**src/hw/rtl/mpd_pkg.sv**
```systemverilog
// ----------------------------------------------------------------------------
// mpd_pkg: shared types and constants of the modulator PWM dither block.
// Holds the input kind codes, register indexes, widths and the command and
// status structs that join the controller and the datapath.
// ----------------------------------------------------------------------------
`default_nettype none

package mpd_pkg;

	// Field widths.
	localparam int KIND_W = 2;
	localparam int LVL_W  = 8;
	localparam int DUTY_W = 10;
	localparam int IDX_W  = 3;

	// Width of the amplitude arithmetic, which wraps at this many bits.
	localparam int ACC_W   = 16;
	localparam int DCNT_W  = $clog2(ACC_W);

	// Input kind codes.
	localparam logic [KIND_W-1:0] KIND_SHAPED = 2'd0;
	localparam logic [KIND_W-1:0] KIND_RAW    = 2'd1;
	localparam logic [KIND_W-1:0] KIND_TICK   = 2'd2;

	// Configuration register indexes.
	localparam logic [IDX_W-1:0] REG_MIN_MOD    = 3'd0;
	localparam logic [IDX_W-1:0] REG_FULL_MOD   = 3'd1;
	localparam logic [IDX_W-1:0] REG_CEILING    = 3'd2;
	localparam logic [IDX_W-1:0] REG_MAX_OSC    = 3'd3;
	localparam logic [IDX_W-1:0] REG_MIN_OSC    = 3'd4;
	localparam logic [IDX_W-1:0] REG_LOW_LIMIT  = 3'd5;
	localparam logic [IDX_W-1:0] REG_HIGH_LIMIT = 3'd6;
	localparam logic [IDX_W-1:0] REG_OSC_ENABLE = 3'd7;

	// Arithmetic constants.
	localparam logic [ACC_W-1:0] PERCENT   = 16'd100;
	localparam logic [LVL_W-1:0] LEVEL_MAX = 8'hFF;

	// Division by one hundred as a multiply by ceil(2^23 / 100) and a shift.
	// The rounding error stays below one for every 16-bit dividend.
	localparam int                 RECIP_W   = 17;
	localparam int                 RECIP_SH  = 23;
	localparam logic [RECIP_W-1:0] RECIP_100 = 17'd83887;

	// Commands from the controller to the datapath.
	typedef struct packed {
		logic ld_lvl;    // latch the clamped level for the amplitude run
		logic wr_raw;    // store the raw level with zero amplitude
		logic wr_plain;  // store the clamped level with zero amplitude
		logic mul_num;   // numerator: (level - min_mod) * 100
		logic div_start; // start the divider: numerator / span
		logic mul_span;  // quotient * (max_osc - min_osc)
		logic mul_recip; // product / 100 by the reciprocal multiply
		logic finish;    // limit the amplitude and store the pair
		logic tick;      // advance the dither and load the output word
	} cmd_t;

	// Status from the datapath to the controller.
	typedef struct packed {
		logic osc_en;
		logic div_done;
	} sts_t;

endpackage

`default_nettype wire

```
**src/hw/rtl/mpd_div.sv**
```systemverilog
// ----------------------------------------------------------------------------
// mpd_div: iterative unsigned divider.
// Restoring division, one quotient bit per cycle. A zero divisor gives a
// quotient of all ones. The quotient holds after done until the next start.
// ----------------------------------------------------------------------------
`default_nettype none

module mpd_div (
	input  wire logic                      clk,
	input  wire logic                      arst_n,
	input  wire logic                      start,
	input  wire logic [mpd_pkg::ACC_W-1:0] dividend,
	input  wire logic [mpd_pkg::ACC_W-1:0] divisor,
	output logic      [mpd_pkg::ACC_W-1:0] quotient,
	output logic                           done
);
	import mpd_pkg::*;

	logic              busy_q;
	logic              done_q;
	logic [DCNT_W-1:0] cnt_q;
	logic [ACC_W-1:0]  rem_q;
	logic [ACC_W-1:0]  quo_q;
	logic [ACC_W-1:0]  dvs_q;

	logic [ACC_W:0]    shifted;
	logic [ACC_W:0]    trial;
	logic              fits;

	// One restoring step.
	always_comb begin
		shifted = {rem_q, quo_q[ACC_W-1]};
		trial   = shifted - {1'b0, dvs_q};
		fits    = (shifted >= {1'b0, dvs_q});
	end

	// Step control.
	always_ff @(posedge clk or negedge arst_n) begin
		if (!arst_n) begin
			busy_q <= 1'b0;
			done_q <= 1'b0;
			cnt_q  <= '0;
		end else begin
			done_q <= 1'b0;
			if (start) begin
				busy_q <= 1'b1;
				cnt_q  <= '0;
			end else if (busy_q) begin
				cnt_q <= cnt_q + 1'b1;
				if (cnt_q == DCNT_W'(ACC_W - 1)) begin
					busy_q <= 1'b0;
					done_q <= 1'b1;
				end
			end
		end
	end

	// Remainder and quotient shift.
	always_ff @(posedge clk) begin
		if (start) begin
			rem_q <= '0;
			quo_q <= dividend;
			dvs_q <= divisor;
		end else if (busy_q) begin
			rem_q <= fits ? trial[ACC_W-1:0] : shifted[ACC_W-1:0];
			quo_q <= {quo_q[ACC_W-2:0], fits};
		end
	end

	assign quotient = quo_q;
	assign done     = done_q;

endmodule

`default_nettype wire

```
**src/hw/rtl/mpd_dpath.sv**
```systemverilog
// ----------------------------------------------------------------------------
// mpd_dpath: datapath of the modulator PWM dither block.
// Configuration registers, level clamp, amplitude arithmetic around the
// divider, the held and live level pairs and the output word.
// ----------------------------------------------------------------------------
`default_nettype none

module mpd_dpath (
	input  wire logic                       clk,
	input  wire logic                       arst_n,
	input  wire logic                       cfg_valid,
	output logic                            cfg_ready,
	input  wire logic [mpd_pkg::IDX_W-1:0]  cfg_index,
	input  wire logic [mpd_pkg::LVL_W-1:0]  cfg_data,
	input  wire logic [mpd_pkg::LVL_W-1:0]  level,
	input  wire mpd_pkg::cmd_t              cmd,
	output mpd_pkg::sts_t                   sts,
	output logic      [mpd_pkg::DUTY_W-1:0] duty_word
);
	import mpd_pkg::*;

	// Configuration registers.
	logic [LVL_W-1:0] min_mod_q, full_mod_q, ceiling_q, max_osc_q, min_osc_q;
	logic [LVL_W-1:0] low_limit_q, high_limit_q;
	logic             osc_enable_q;

	// Block state.
	logic [LVL_W-1:0] held_level_q, held_amp_q, live_level_q, live_amp_q;
	logic             reload_q, phase_q;

	// Work registers of the amplitude run and the output word.
	logic [LVL_W-1:0]  lvl_q;
	logic [ACC_W-1:0]  acc_q;
	logic [DUTY_W-1:0] duty_q;

	logic [LVL_W-1:0]    lo_clamp, clamped;
	logic [ACC_W-1:0]    lvl_diff, span, osc_span;
	logic [ACC_W+6:0]    num_prod;
	logic [2*ACC_W-1:0]  span_prod;
	logic [ACC_W+RECIP_W-1:0] recip_prod;
	logic [ACC_W-1:0]    div_dvd, div_dvs, quo;
	logic                div_done;
	logic [LVL_W-1:0]    amp_base, amp_fin;
	logic signed [LVL_W+1:0] up_s, down_s, amp_s;
	logic [LVL_W-1:0]    src_lvl, src_amp, sat_lvl;
	logic [LVL_W:0]      moved;

	assign cfg_ready = 1'b1;

	// Configuration writes.
	always_ff @(posedge clk or negedge arst_n) begin
		if (!arst_n) begin
			min_mod_q    <= '0;
			full_mod_q   <= LEVEL_MAX;
			ceiling_q    <= LEVEL_MAX;
			max_osc_q    <= '0;
			min_osc_q    <= '0;
			low_limit_q  <= '0;
			high_limit_q <= LEVEL_MAX;
			osc_enable_q <= 1'b0;
		end else if (cfg_valid) begin
			unique case (cfg_index)
				REG_MIN_MOD:    min_mod_q    <= cfg_data;
				REG_FULL_MOD:   full_mod_q   <= cfg_data;
				REG_CEILING:    ceiling_q    <= cfg_data;
				REG_MAX_OSC:    max_osc_q    <= cfg_data;
				REG_MIN_OSC:    min_osc_q    <= cfg_data;
				REG_LOW_LIMIT:  low_limit_q  <= cfg_data;
				REG_HIGH_LIMIT: high_limit_q <= cfg_data;
				REG_OSC_ENABLE: osc_enable_q <= cfg_data[0];
				default: ;
			endcase
		end
	end

	// Clamp of a shaped write; the ceiling is applied last and wins.
	always_comb begin
		lo_clamp = (level < min_mod_q) ? min_mod_q : level;
		clamped  = (lo_clamp > ceiling_q) ? ceiling_q : lo_clamp;
	end

	// Differences and products, all wrapping at the accumulator width.
	always_comb begin
		lvl_diff   = {8'h00, lvl_q} - {8'h00, min_mod_q};
		span       = {8'h00, full_mod_q} - {8'h00, min_mod_q};
		osc_span   = {8'h00, max_osc_q} - {8'h00, min_osc_q};
		num_prod   = lvl_diff * PERCENT[6:0];
		span_prod  = quo * osc_span;
		recip_prod = acc_q * RECIP_100;
		div_dvd    = acc_q;
		div_dvs    = span;
	end

	mpd_div u_div (
		.clk      (clk),
		.arst_n   (arst_n),
		.start    (cmd.div_start),
		.dividend (div_dvd),
		.divisor  (div_dvs),
		.quotient (quo),
		.done     (div_done)
	);

	// Amplitude from the scaled step, then limited by the distances to
	// the high and low limits as signed values.
	always_comb begin
		if (lvl_q >= full_mod_q || acc_q > {8'h00, max_osc_q}) begin
			amp_base = min_osc_q;
		end else begin
			amp_base = max_osc_q - acc_q[LVL_W-1:0];
		end
		up_s   = $signed({2'b00, high_limit_q}) - $signed({2'b00, lvl_q});
		down_s = $signed({2'b00, lvl_q}) - $signed({2'b00, low_limit_q});
		amp_s  = $signed({2'b00, amp_base});
		if (amp_s > up_s) begin
			amp_fin = up_s[LVL_W-1:0];
		end else if (amp_s > down_s) begin
			amp_fin = down_s[LVL_W-1:0];
		end else begin
			amp_fin = amp_base;
		end
	end

	// Tick: reload, offset by the amplitude and saturate; a borrow or a
	// carry out of the level both read as full scale.
	always_comb begin
		src_lvl = reload_q ? held_level_q : live_level_q;
		src_amp = reload_q ? held_amp_q : live_amp_q;
		if (!osc_enable_q) begin
			moved = {1'b0, src_lvl};
		end else if (!phase_q) begin
			moved = {1'b0, src_lvl} - {1'b0, src_amp};
		end else begin
			moved = {1'b0, src_lvl} + {1'b0, src_amp};
		end
		sat_lvl = moved[LVL_W] ? LEVEL_MAX : moved[LVL_W-1:0];
	end

	// Held pair, live pair and dither phase.
	always_ff @(posedge clk or negedge arst_n) begin
		if (!arst_n) begin
			held_level_q <= '0;
			held_amp_q   <= '0;
			reload_q     <= 1'b0;
			live_level_q <= '0;
			live_amp_q   <= '0;
			phase_q      <= 1'b0;
		end else begin
			if (cmd.wr_raw) begin
				held_level_q <= level;
				held_amp_q   <= '0;
				reload_q     <= 1'b1;
			end else if (cmd.wr_plain) begin
				held_level_q <= clamped;
				held_amp_q   <= '0;
				reload_q     <= 1'b1;
			end else if (cmd.finish) begin
				held_level_q <= lvl_q;
				held_amp_q   <= amp_fin;
				reload_q     <= 1'b1;
			end
			if (cmd.tick) begin
				live_level_q <= sat_lvl;
				live_amp_q   <= src_amp;
				if (osc_enable_q) begin
					phase_q <= ~phase_q;
				end
			end
		end
	end

	// Work registers and output word.
	always_ff @(posedge clk) begin
		if (cmd.ld_lvl) begin
			lvl_q <= clamped;
		end
		if (cmd.mul_num) begin
			acc_q <= num_prod[ACC_W-1:0];
		end else if (cmd.mul_span) begin
			acc_q <= span_prod[ACC_W-1:0];
		end else if (cmd.mul_recip) begin
			acc_q <= ACC_W'(recip_prod >> RECIP_SH);
		end
		if (cmd.tick) begin
			duty_q <= {1'b0, sat_lvl, 1'b0};
		end
	end

	assign sts.osc_en   = osc_enable_q;
	assign sts.div_done = div_done;
	assign duty_word    = duty_q;

endmodule

`default_nettype wire

```
**src/hw/rtl/mpd_ctrl.sv**
```systemverilog
// ----------------------------------------------------------------------------
// mpd_ctrl: controller of the modulator PWM dither block.
// Decodes accepted words, sequences the amplitude run through the divider
// and the reciprocal multiply, and owns the output valid flag.
// ----------------------------------------------------------------------------
`default_nettype none

module mpd_ctrl (
	input  wire logic                       clk,
	input  wire logic                       arst_n,
	input  wire logic                       in_valid,
	output logic                            in_ready,
	input  wire logic [mpd_pkg::KIND_W-1:0] kind,
	output logic                            out_valid,
	input  wire logic                       out_ready,
	output mpd_pkg::cmd_t                   cmd,
	input  wire mpd_pkg::sts_t              sts
);
	import mpd_pkg::*;

	localparam logic [3:0] ST_IDLE  = 4'd0;
	localparam logic [3:0] ST_NUM   = 4'd1;
	localparam logic [3:0] ST_DIV   = 4'd2;
	localparam logic [3:0] ST_WAIT  = 4'd3;
	localparam logic [3:0] ST_SPAN  = 4'd4;
	localparam logic [3:0] ST_SCALE = 4'd5;
	localparam logic [3:0] ST_FIN   = 4'd6;
	localparam logic [3:0] ST_TICK  = 4'd7;

	logic [3:0] state_q, state_d;
	logic       out_valid_q;
	logic       accept, out_free;

	// Next state and commands.
	always_comb begin
		state_d  = state_q;
		cmd      = '0;
		in_ready = (state_q == ST_IDLE);
		accept   = in_valid && in_ready;
		out_free = !out_valid_q || out_ready;
		unique case (state_q)
			ST_IDLE: begin
				if (accept) begin
					unique case (kind)
						KIND_SHAPED: begin
							if (sts.osc_en) begin
								cmd.ld_lvl = 1'b1;
								state_d    = ST_NUM;
							end else begin
								cmd.wr_plain = 1'b1;
							end
						end
						KIND_RAW: cmd.wr_raw = 1'b1;
						KIND_TICK: begin
							if (out_free) begin
								cmd.tick = 1'b1;
							end else begin
								state_d = ST_TICK;
							end
						end
						default: ;
					endcase
				end
			end
			ST_NUM: begin
				cmd.mul_num = 1'b1;
				state_d     = ST_DIV;
			end
			ST_DIV: begin
				cmd.div_start = 1'b1;
				state_d       = ST_WAIT;
			end
			ST_WAIT: begin
				if (sts.div_done) begin
					state_d = ST_SPAN;
				end
			end
			ST_SPAN: begin
				cmd.mul_span = 1'b1;
				state_d      = ST_SCALE;
			end
			ST_SCALE: begin
				cmd.mul_recip = 1'b1;
				state_d       = ST_FIN;
			end
			ST_FIN: begin
				cmd.finish = 1'b1;
				state_d    = ST_IDLE;
			end
			ST_TICK: begin
				if (out_free) begin
					cmd.tick = 1'b1;
					state_d  = ST_IDLE;
				end
			end
			default: state_d = ST_IDLE;
		endcase
	end

	// State register and output valid flag.
	always_ff @(posedge clk or negedge arst_n) begin
		if (!arst_n) begin
			state_q     <= ST_IDLE;
			out_valid_q <= 1'b0;
		end else begin
			state_q <= state_d;
			if (cmd.tick) begin
				out_valid_q <= 1'b1;
			end else if (out_ready) begin
				out_valid_q <= 1'b0;
			end
		end
	end

	assign out_valid = out_valid_q;

	// A new duty word never overwrites one that was not taken.
	a_no_overwrite: assert property (@(posedge clk) disable iff (!arst_n)
		cmd.tick |-> (!out_valid_q || out_ready))
		else $error("duty word overwritten before it was taken");

	// The divider only finishes while the controller waits for it.
	a_done_in_wait: assert property (@(posedge clk) disable iff (!arst_n)
		sts.div_done |-> (state_q == ST_WAIT))
		else $error("divider finished outside the wait state");

	// A divide never completes in the cycle after it starts.
	a_div_takes_time: assert property (@(posedge clk) disable iff (!arst_n)
		cmd.div_start |=> !sts.div_done)
		else $error("divider finished too early");

	// At most one update of the held pair per cycle.
	a_one_hold_write: assert property (@(posedge clk) disable iff (!arst_n)
		$onehot0({cmd.wr_raw, cmd.wr_plain, cmd.finish}))
		else $error("conflicting writes of the held pair");

endmodule

`default_nettype wire

```
**src/hw/rtl/modulator_pwm_dither.sv**
```systemverilog
// ----------------------------------------------------------------------------
// modulator_pwm_dither: gas-valve modulator PWM with dither.
// Raw writes and shaped writes without oscillation complete in the idle
// state, as does a tick while the output register is free. A shaped write
// with oscillation enabled runs the amplitude computation through a 16-bit
// divider that yields one quotient bit per cycle and then divides by one
// hundred with a reciprocal multiply; no further input word is taken until
// that run is done. A duty word waits in an output register while writes
// are taken; a tick that arrives while that register is still full waits
// for it to drain. No clearing pass follows reset.
// ----------------------------------------------------------------------------
`default_nettype none

module modulator_pwm_dither (
	input  wire logic                       clk,
	input  wire logic                       arst_n,
	input  wire logic                       cfg_valid,
	output logic                            cfg_ready,
	input  wire logic [mpd_pkg::IDX_W-1:0]  cfg_index,
	input  wire logic [mpd_pkg::LVL_W-1:0]  cfg_data,
	input  wire logic                       in_valid,
	output logic                            in_ready,
	input  wire logic [mpd_pkg::KIND_W-1:0] kind,
	input  wire logic [mpd_pkg::LVL_W-1:0]  level,
	output logic                            out_valid,
	input  wire logic                       out_ready,
	output logic      [mpd_pkg::DUTY_W-1:0] duty_word
);
	import mpd_pkg::*;

	cmd_t cmd;
	sts_t sts;

	// Sequencing and handshakes.
	mpd_ctrl u_ctrl (
		.clk       (clk),
		.arst_n    (arst_n),
		.in_valid  (in_valid),
		.in_ready  (in_ready),
		.kind      (kind),
		.out_valid (out_valid),
		.out_ready (out_ready),
		.cmd       (cmd),
		.sts       (sts)
	);

	// Registers and arithmetic.
	mpd_dpath u_dpath (
		.clk       (clk),
		.arst_n    (arst_n),
		.cfg_valid (cfg_valid),
		.cfg_ready (cfg_ready),
		.cfg_index (cfg_index),
		.cfg_data  (cfg_data),
		.level     (level),
		.cmd       (cmd),
		.sts       (sts),
		.duty_word (duty_word)
	);

endmodule

`default_nettype wire

```
**config.mk**
```make
export PLATFORM = sky130hd
export DESIGN_NAME = modulator_pwm_dither
export DESIGN_NICKNAME = d
export VERILOG_FILES = /design/src/hw/rtl/mpd_pkg.sv /design/src/hw/rtl/mpd_div.sv /design/src/hw/rtl/mpd_dpath.sv /design/src/hw/rtl/mpd_ctrl.sv /design/src/hw/rtl/modulator_pwm_dither.sv
export SDC_FILE = /design/constraint.sdc
export NUM_CORES = 1
export LEC_CHECK = 0
export ABC_AREA = 1
export BUFFER_PORTS_ARGS = -buffer_cell sky130_fd_sc_hd__clkbuf_2
export CAP_MARGIN = 20
export CORE_MARGIN = 2
export CORE_UTILIZATION = 65
export DETAILED_ROUTE_END_ITERATION = 10
export PLACE_DENSITY = 0.82
export SYNTH_ARGS = -nofsm -noshare
export SYNTH_HDL_FRONTEND = slang
export SYNTH_HIERARCHICAL = 1
export SYNTH_SLANG_ARGS = --single-unit
```
**constraint.sdc**
```tcl
create_clock -name clk -period 7.9 [get_ports clk]
set_input_delay 1.58 -clock clk [delete_from_list [all_inputs] [get_ports clk]]
set_output_delay 1.58 -clock clk [all_outputs]
set_load 0.03 [all_outputs]
```
[After elaboration in Yosys (flattened, before gate mapping)]
Index checks and enable logic that the tools add are counted.
Word-level totals
  word-level logic and storage cells: 150
  bits in registers: 182
Operators by class
  $add $sub $neg: 10
  multipliers: 3
  multiplexer cells: 58
  bitwise operators: 1
  order comparisons: 7
  reduce and logical (&&, ||, !) cells: 22
  eq/ne operators: 23
Operator list (count)
  $mux 8: 14
  $mux 16: 6
  $sub 8x8->9: 6
  $mul 16x17->33 const B: 1
  $mux 4: 7
  $pmux 4 s7: 1
  $mux 1: 24
  $gt 9x10->1: 2
  $mux 9: 2
  $reduce_and 2->1: 9
  $ge 17x16->1: 1
  $eq 4x3->1 const B: 4
  $gt 16x8->1: 1
  $mul 16x16->16: 1
  $mul 16x5->14 const B: 1
  $sub 16x16->16: 1
  $eq 3x3->1 const B: 4
  $add 8x8->9: 1
  $eq 4x2->1 const B: 2
  $ge 8x8->1: 1
  $gt 8x8->1: 1
  $lt 8x8->1: 1
  $pmux 4 s2: 1
  $sub 8x8->8: 1
  other kinds (23): 31

[Logic depth before layout (Yosys ltp)]
Gate-level depths: netlist of run 1.
  word-level depth: 9
  gate-level depth with buffers: 36

[Hierarchy]
The synthesis of run 1 kept the hierarchy.
Modules (own cells, without submodules)
  mpd_dpath: area an instance 18253.8 um2, cells an instance 2304, instances 1
  mpd_div: area an instance 3284.4 um2, cells an instance 436, instances 1
  mpd_ctrl: area an instance 346.6 um2, cells an instance 59, instances 1

[Worst setup path before layout of run 1]
Ideal clock, no wire load.
  path kind: flip-flop to flip-flop
  from: register u_dpath.max_osc_q[0]
  to: register u_dpath.acc_q[13], data pin
  cell stages (with the launch flop): 28
  setup slack: 2.110 ns
  required time: 7.638 ns
  data arrival time: 5.528 ns
  period minus slack after synthesis: 5.790 ns
  setup time: 0.262 ns
  cells stage by stage: dfrtp_1 > inv_1 > ha_1 > fa_1 > nand2_1 > nand2_1 > inv_1 > clkbuf_1 > nand2_1 > fa_1 > inv_1 > fa_1 > fa_1 > fa_1 > inv_1 > fa_1 > inv_1 > ha_1 > nand2_1 > nand2_1 > inv_1 > o21ai_0 > a21oi_1 > or2_2 > nand2_1 > nand2_1 > a21oi_1 > o22ai_1
On the way
  cells in the longest elaborated chain, start to end: 4
RTL lines
  from (decl): line mpd_dpath.sv:23  | logic [LVL_W-1:0] min_mod_q, full_mod_q, ceiling_q, max_osc_q, min_osc_q;
  from (signal assigned): line mpd_dpath.sv:66  | REG_MAX_OSC: max_osc_q <= cfg_data;
  $sub 8x8->9: line mpd_dpath.sv:86  | osc_span = {8'h00, max_osc_q} - {8'h00, min_osc_q};
  $mul 16x16->16: line mpd_dpath.sv:88  | span_prod = quo * osc_span;
  $mux 16: line mpd_dpath.sv:179  | end else if (cmd.mul_span) begin
  $mux 16: line mpd_dpath.sv:177  | if (cmd.mul_num) begin
  to (signal assigned): line mpd_dpath.sv:178  | acc_q <= num_prod[ACC_W-1:0];
  to (signal assigned): line mpd_dpath.sv:180  | acc_q <= span_prod[ACC_W-1:0];
  to (signal assigned): line mpd_dpath.sv:182  | acc_q <= ACC_W'(recip_prod >> RECIP_SH);
  to (decl): line mpd_dpath.sv:33  | logic [ACC_W-1:0] acc_q;
Every way passes these cells.
A chain may end at the register's enable or synchronous reset.

[Worst setup path in the final report of run 1]
Ends and elaborated chain as after synthesis.

==> metrics.md, run 1 <==
| Metric | Value |
|---|---|
| Crit. Startpoint | u_dpath/max_osc_q[0] |
| RSZ-0062 raised after global routing | no |
| Post-synth EDFFs | 62 |
| Die Y | 187 um |
| Worst-Margin Slew | 1.05 ns |
| Post-route DRC | 0 |
| Setup Crit Path Kind | register to register |
| Setup repair bufs after CTS | 0 |
| DR WL/cell | 17.6 um |
| Clock slew at reported path FFs | 0.07 ns |
| Resize count post-CTS | 0 |
| CTS Buf Count | 17 |
| Die area | 35200 um2 |
| Starting density of the core | 65.6% |
| Share of post-route cells with drive strength above 1 | 4.81% |
| Worst Skew | 0.0229 ns |
| Commonest non-fill, non-tap cell in the layout | nand2_1 |
| Die X | 187 um |
| Initial antenna violation count | 0 |
| DR vias | 18900 |
| Startpoint Class | register |
| GRT Residual Overflow | 0 |
| Mean Syn Cell Area | 7.82 um2 |
| Internal reg-to-reg setup slack | 1.20 ns |
| Routed Antenna Nets | 0 |
| Final Setup Violations | 0 |
| HP Start | u_dpath/u_div/rem_q[8] |
| Slew Viols, Final | 0 |
| CTS Buffer Depth | 2 |
| Post-synth ARST share | 55.8% |
| FF+latch area | 4780 um2 |
| Number of global-route vias before repair | 18900 |
| Crit end category | register |
| Worst min path class | register to register |
| R2R depth | 29 |
| Routed vias/inst | 5.75 |
| Yosys top cell area share | 18.1% |
| P&R area growth vs syn | 5.33% |
| Yosys reg bits | 181 |
| Pre-antenna DRT Iters | 8 |
| Initial DRC Count | 1599 |
| Detailed Place HPWL | 46.6 mm |
| MaxCap Viol Count | 0 |
| Core area | 33400 um2 |
| CTS tree | done |
| Post-synth top area cell | ha_1 |
| Clk Latency, worst-skew pair | 0.47 ns |
| Final Hold Fails | 0 |
| Max_slew headroom | 29.9% |
| # H-tree levels | 4 |
| Setup TNS | 0 ns |
| Multi-input gate area | 14600 um2 |
| Largest net degree at the start of global routing | 55 |
| Status | completed |
| Tot GR Track Use | 33.7% |
| GPL Wtd Cong | 1.02 |
| Synth Instances | 2799 |
| Floorplan row count | 67 |
| First-pass GRT wire length | 94.4 mm |
| Largest cells by area after synthesis | ha_1 (18%), fa_1 (17%), nand2_1 (11%), inv_1 (10%), dfrtp_1 (8.8%) |
| Final wirelength | 57.6 mm |
| Slowest cell delay on critical path | 0.56 ns |
| Worst hold stages | 2 |
| Buffers added on ports | 35 |
| Data required, critical path | 8.08 ns |
| Fin crit share | 84.8% |
| Fin crit period | 6.70 ns |
| Root Buffer | clkbuf_16 |
| Layout fillers | 2810 |
| NumNets Final | 3341 |
| WP data arrival | 6.88 ns |
| CP max-delay cell | fa_1 |
| Peak Freq | 149 MHz |
| Top FF cell, synth | dfrtp_1 |
| Hold buffer count at CTS | 0 |
| Mapped Area | 21900 um2 |
| Clock sinks | 181 |
| I/O pins | 39 |
| YS warnings | 6 |
| Synth unique cells | 58 |
| Most frequent cells in the layout | nand2_1 (616), inv_1 (596), ha_1 (317) |
| Post-synthesis sequential area ratio | 21.8% |
| Critical R2R Launch | u_dpath/max_osc_q[0] |
| Max FO, Critical Path | 11 |
[state kept, by name (all words and copies together), names as in the netlist, 16 cells and up]
| name | cells |
|---|---|
| u_dpath/acc_q | 16 |
| u_dpath/u_div/dvs_q | 16 |
| u_dpath/u_div/quotient | 16 |
| u_dpath/u_div/rem_q | 16 |
[logic make-up (layout without fill, tap and decap cells)]
kind of cell | Yosys count | count (layout) | synth area share, %
xor+xnor | 58 | 58 | 2.32
other cells | 2 | 4 | 0.0343
mux | 6 | 6 | 0.274
compound gates | 419 | 419 | 10.6
fa+ha+maj | 498 | 498 | 34.7
buf+inv | 647 | 677 | 11.4
flops | 181 | 181 | 21.8
simple gates | 988 | 988 | 18.9
[per-stage QoR]
| stage | hold slack (ns) | instances | setup slack, ns | utilization, % | instance area, um2 |
|---|---|---|---|---|---|
| final | 0.478 | 3279 | 1.20 | 69.1 | 23100 |
| after global routing | 0.492 | 3278 | 0.968 | 69.1 | 23000 |
| after CTS | 0.475 | 3278 | 1.39 | 69.1 | 23000 |
| after detailed placement | 0.463 | 3246 | 1.53 | 67.3 | 22500 |
| after global placement | 0.460 | 3246 | 1.65 | 67.3 | 22500 |
| after floorplan | 0.441 | 2800 | 2.11 | - | 21900 |
[critical path: cells and delay by family, from the launching register on]
| kind | cells | cell delay, ns |
|---|---|---|
| AOI/OAI and AO/OA | 4 | 0.72 |
| buffers and inverters | 7 | 0.44 |
| adders and majority gates | 8 | 3.53 |
| and+or+nand+nor | 10 | 1.36 |
| DFF | 1 | 0.37 |
[per-layer routing]
metal / GRT usage, % / routed length (um)
met2: 55.9 / 26900
met4: 13.3 / 2190
met1: 44.6 / 24300
met5: 0 / 0
met3: 5.47 / 4240
[cell usage after synthesis (4+ instances only)]
cell type,count
buf_2,7
dfstp_2,24
nor2_2,7
clkbuf_1,27
a21oi_1,160
inv_2,4
o21bai_1,15
nand4_1,18
nor3_1,35
nor4_1,8
dfxtp_1,18
xor2_1,39
dfrtp_1,77
nor2_1,172
ha_1,317
o21ai_0,163
a31oi_1,16
nand3_2,5
xnor2_1,19
buf_4,7
o22ai_1,4
a21o_1,9
o211ai_1,11
edfxtp_1,62
mux2i_1,6
or2_2,6
o21a_1,18
nand2_1,616
nand3_1,97
nand3b_1,10
inv_1,596
o21ai_1,6
fa_1,181
[worst paths after layout]
check | endpoint
worst max-delay path | u_dpath/acc_q[13]
worst min-delay path | u_dpath/u_div/rem_q[8]
worst max register to register | u_dpath/acc_q[13]
worst min register to register | u_dpath/u_div/rem_q[8]
max in group asynchronous | u_dpath/max_osc_q[2]
min in group asynchronous | u_dpath/min_mod_q[3]
[layout make-up]
cell class,count,share of cell area [%]
clock inverters,13,0.602
repair buffers,43,1.03
inverters,602,9.80
clock buffers,19,1.97
well taps,448,2.43
flip-flops and latches,181,20.7
diodes,1,0.0109
multi-input cells,1972,63.4
Power of run 1 is left out: the tool's default activity adds up to more than one toggle a clock period on the data nets, which glitch-free logic cannot reach.
==> run 2, diff against run 1 <==
--- a/config.mk
+++ b/config.mk
@@ -9,9 +9,9 @@
 export BUFFER_PORTS_ARGS = -buffer_cell sky130_fd_sc_hd__clkbuf_2
 export CAP_MARGIN = 20
 export CORE_MARGIN = 2
-export CORE_UTILIZATION = 65
+export CORE_UTILIZATION = 60
 export DETAILED_ROUTE_END_ITERATION = 10
-export PLACE_DENSITY = 0.82
+export PLACE_DENSITY = 0.8
 export SYNTH_ARGS = -nofsm -noshare
 export SYNTH_HDL_FRONTEND = slang
 export SYNTH_HIERARCHICAL = 1
==> constraint.sdc (replaced) <==
create_clock -name clk -period 5.4 [get_ports clk]
set_input_delay 1.08 -clock clk [delete_from_list [all_inputs] [get_ports clk]]
set_output_delay 1.08 -clock clk [all_outputs]
set_load 0.03 [all_outputs]
==> metrics.md, run 2 (same netlist as run 1, synthesis figures left out) <==
| Metric | Value |
|---|---|
| Setup Crit Path Kind | register to register |
| Startpoint Class | register |
| WP data arrival | 5.93 ns |
| Internal reg-to-reg setup slack | -0.34 ns |
| Clock sinks | 181 |
| Tot GR Track Use | 31.9% |
| Worst min path class | register to register |
| Clk Latency, worst-skew pair | 0.45 ns |
| Fin crit share | 106% |
| Placed Area | 23900 um2 |
| Largest net degree at the start of global routing | 69 |
| Final Hold Fails | 0 |
| GRT Residual Overflow | 0 |
| CP max-delay cell | fa_1 |
| CTS Buffer Depth | 2 |
| Peak Freq | 174 MHz |
| Starting density of the core | 61.2% |
| Status | finished with violations |
| Worst-Margin Slew | 0.937 ns |
| Clock slew at reported path FFs | 0.08 ns |
| Slew Viols, Final | 0 |
| Final wirelength | 60.5 mm |
| CTS Buf Count | 17 |
| CTS tree | done |
| Initial antenna violation count | 1 |
| Routed Antenna Nets | 0 |
| Post-route cell area | 25200 um2 |
| Diodes inserted | 0 |
| Worst Skew | 0.0153 ns |
| Hold buffer count at CTS | 0 |
| I/O pins | 39 |
| Slowest cell delay on critical path | 0.52 ns |
| Share of post-route cells with drive strength above 1 | 15.3% |
| NumNets Final | 3528 |
| Failing checks | setup timing |
| Die area | 38000 um2 |
| Pre-antenna DRT Iters | 8 |
| Routed vias/inst | 5.56 |
| Detailed Place HPWL | 48.4 mm |
| Crit end category | register |
| Commonest non-fill, non-tap cell in the layout | nand2_1 |
| DR vias | 19300 |
| MaxCap Viol Count | 0 |
| Die Y | 195 um |
| Die X | 195 um |
| GPL Wtd Cong | 0.966 |
| Most frequent cell on the critical path | nand2_1 |
| Most frequent cells in the layout | nand2_1 (593), inv_1 (577), ha_1 (295) |
| Floorplan row count | 69 |
| Initial DRC Count | 1445 |
| Max_slew headroom | 37.3% |
| DR WL/cell | 17.4 um |
| First-pass GRT wire length | 96.5 mm |
| Max FO, Critical Path | 4 |
| Utilization after layout | 70.4% |
| P&R area growth vs syn | 15.0% |
| Core area | 35700 um2 |
| Buffers added on ports | 35 |
| Post-route setup slack | -0.338 ns |
| RSZ-0062 raised after global routing | yes |
| Root Buffer | clkbuf_16 |
| Fin crit period | 5.74 ns |
| Post-route DRC | 0 |
| Final Setup Violations | 14 |
| Data required, critical path | 5.59 ns |
| # H-tree levels | 4 |
| Number of global-route vias before repair | 19200 |
==> run 2: per-stage QoR <==
stage           TNS, ns  hold slack [ns]  setup slack (ns)  cells
5_1_grt           -5.57            0.497            -0.604   3478
3_3_place_gp      -2.64            0.457            -0.373   3429
2_1_floorplan  -0.00690            0.441          -0.00690   2800
4_1_cts           -2.13            0.479            -0.309   3468
6_report          -2.40            0.477            -0.338   3478
3_5_place_dp      -3.65            0.467            -0.413   3429
==> run 2: worst max-delay path, delay by kind of cell, from the launching register on <==
kind	cells	cell delay, ns
adders and majority gates	7	3.15
AOI/OAI and AO/OA	3	0.29
and+or+nand+nor	14	1.03
DFF	1	0.43
buffers and inverters	6	0.57
==> run 2: area by class of cell <==
| class | count | area [um2] |
|---|---|---|
| flip-flops and latches | 181 | 4780 |
| repair buffers | 230 | 1680 |
| clock buffers | 17 | 425 |
| fillers | 2819 | 10600 |
| inverters | 602 | 2270 |
| clock inverters | 15 | 158 |
| multi-input cells | 1972 | 15300 |
| well taps | 461 | 577 |
==> run 2: worst paths after layout <==
path	from	end	cells after the start
setup / recovery	u_dpath/min_osc_q[1]	u_dpath/acc_q[14]	30
hold / removal	u_dpath/u_div/rem_q[15]	u_dpath/u_div/rem_q[15]	2
setup reg to reg	u_dpath/min_osc_q[1]	u_dpath/acc_q[14]	30
hold reg to reg	u_dpath/u_div/rem_q[15]	u_dpath/u_div/rem_q[15]	2
max in group asynchronous	arst_n	u_dpath/full_mod_q[1]	2
min in group asynchronous	arst_n	u_dpath/live_level_q[0]	1
==> run 2: timing repair <==
item | in CTS | in global routing
setup buffers | 8 | 11
pin swaps | 58 | 35
gates resized for setup | 65 | 81
endpoints found under the setup margin | 16 | 16
==> run 2: metal layers <==
layer  share of wire [%]  routed length, um  vias to the layer above  global-route usage (%)
li1                    -                  -                     9283                       -
met5                   0                  0                        -                       0
met3                 7.0               4240                      122                    5.47
met2                  48              28900                      701                    53.5
met4                 2.9               1740                        0                    9.64
met1                  42              25600                     9223                    42.4
Power of run 2 is left out for the same reason.
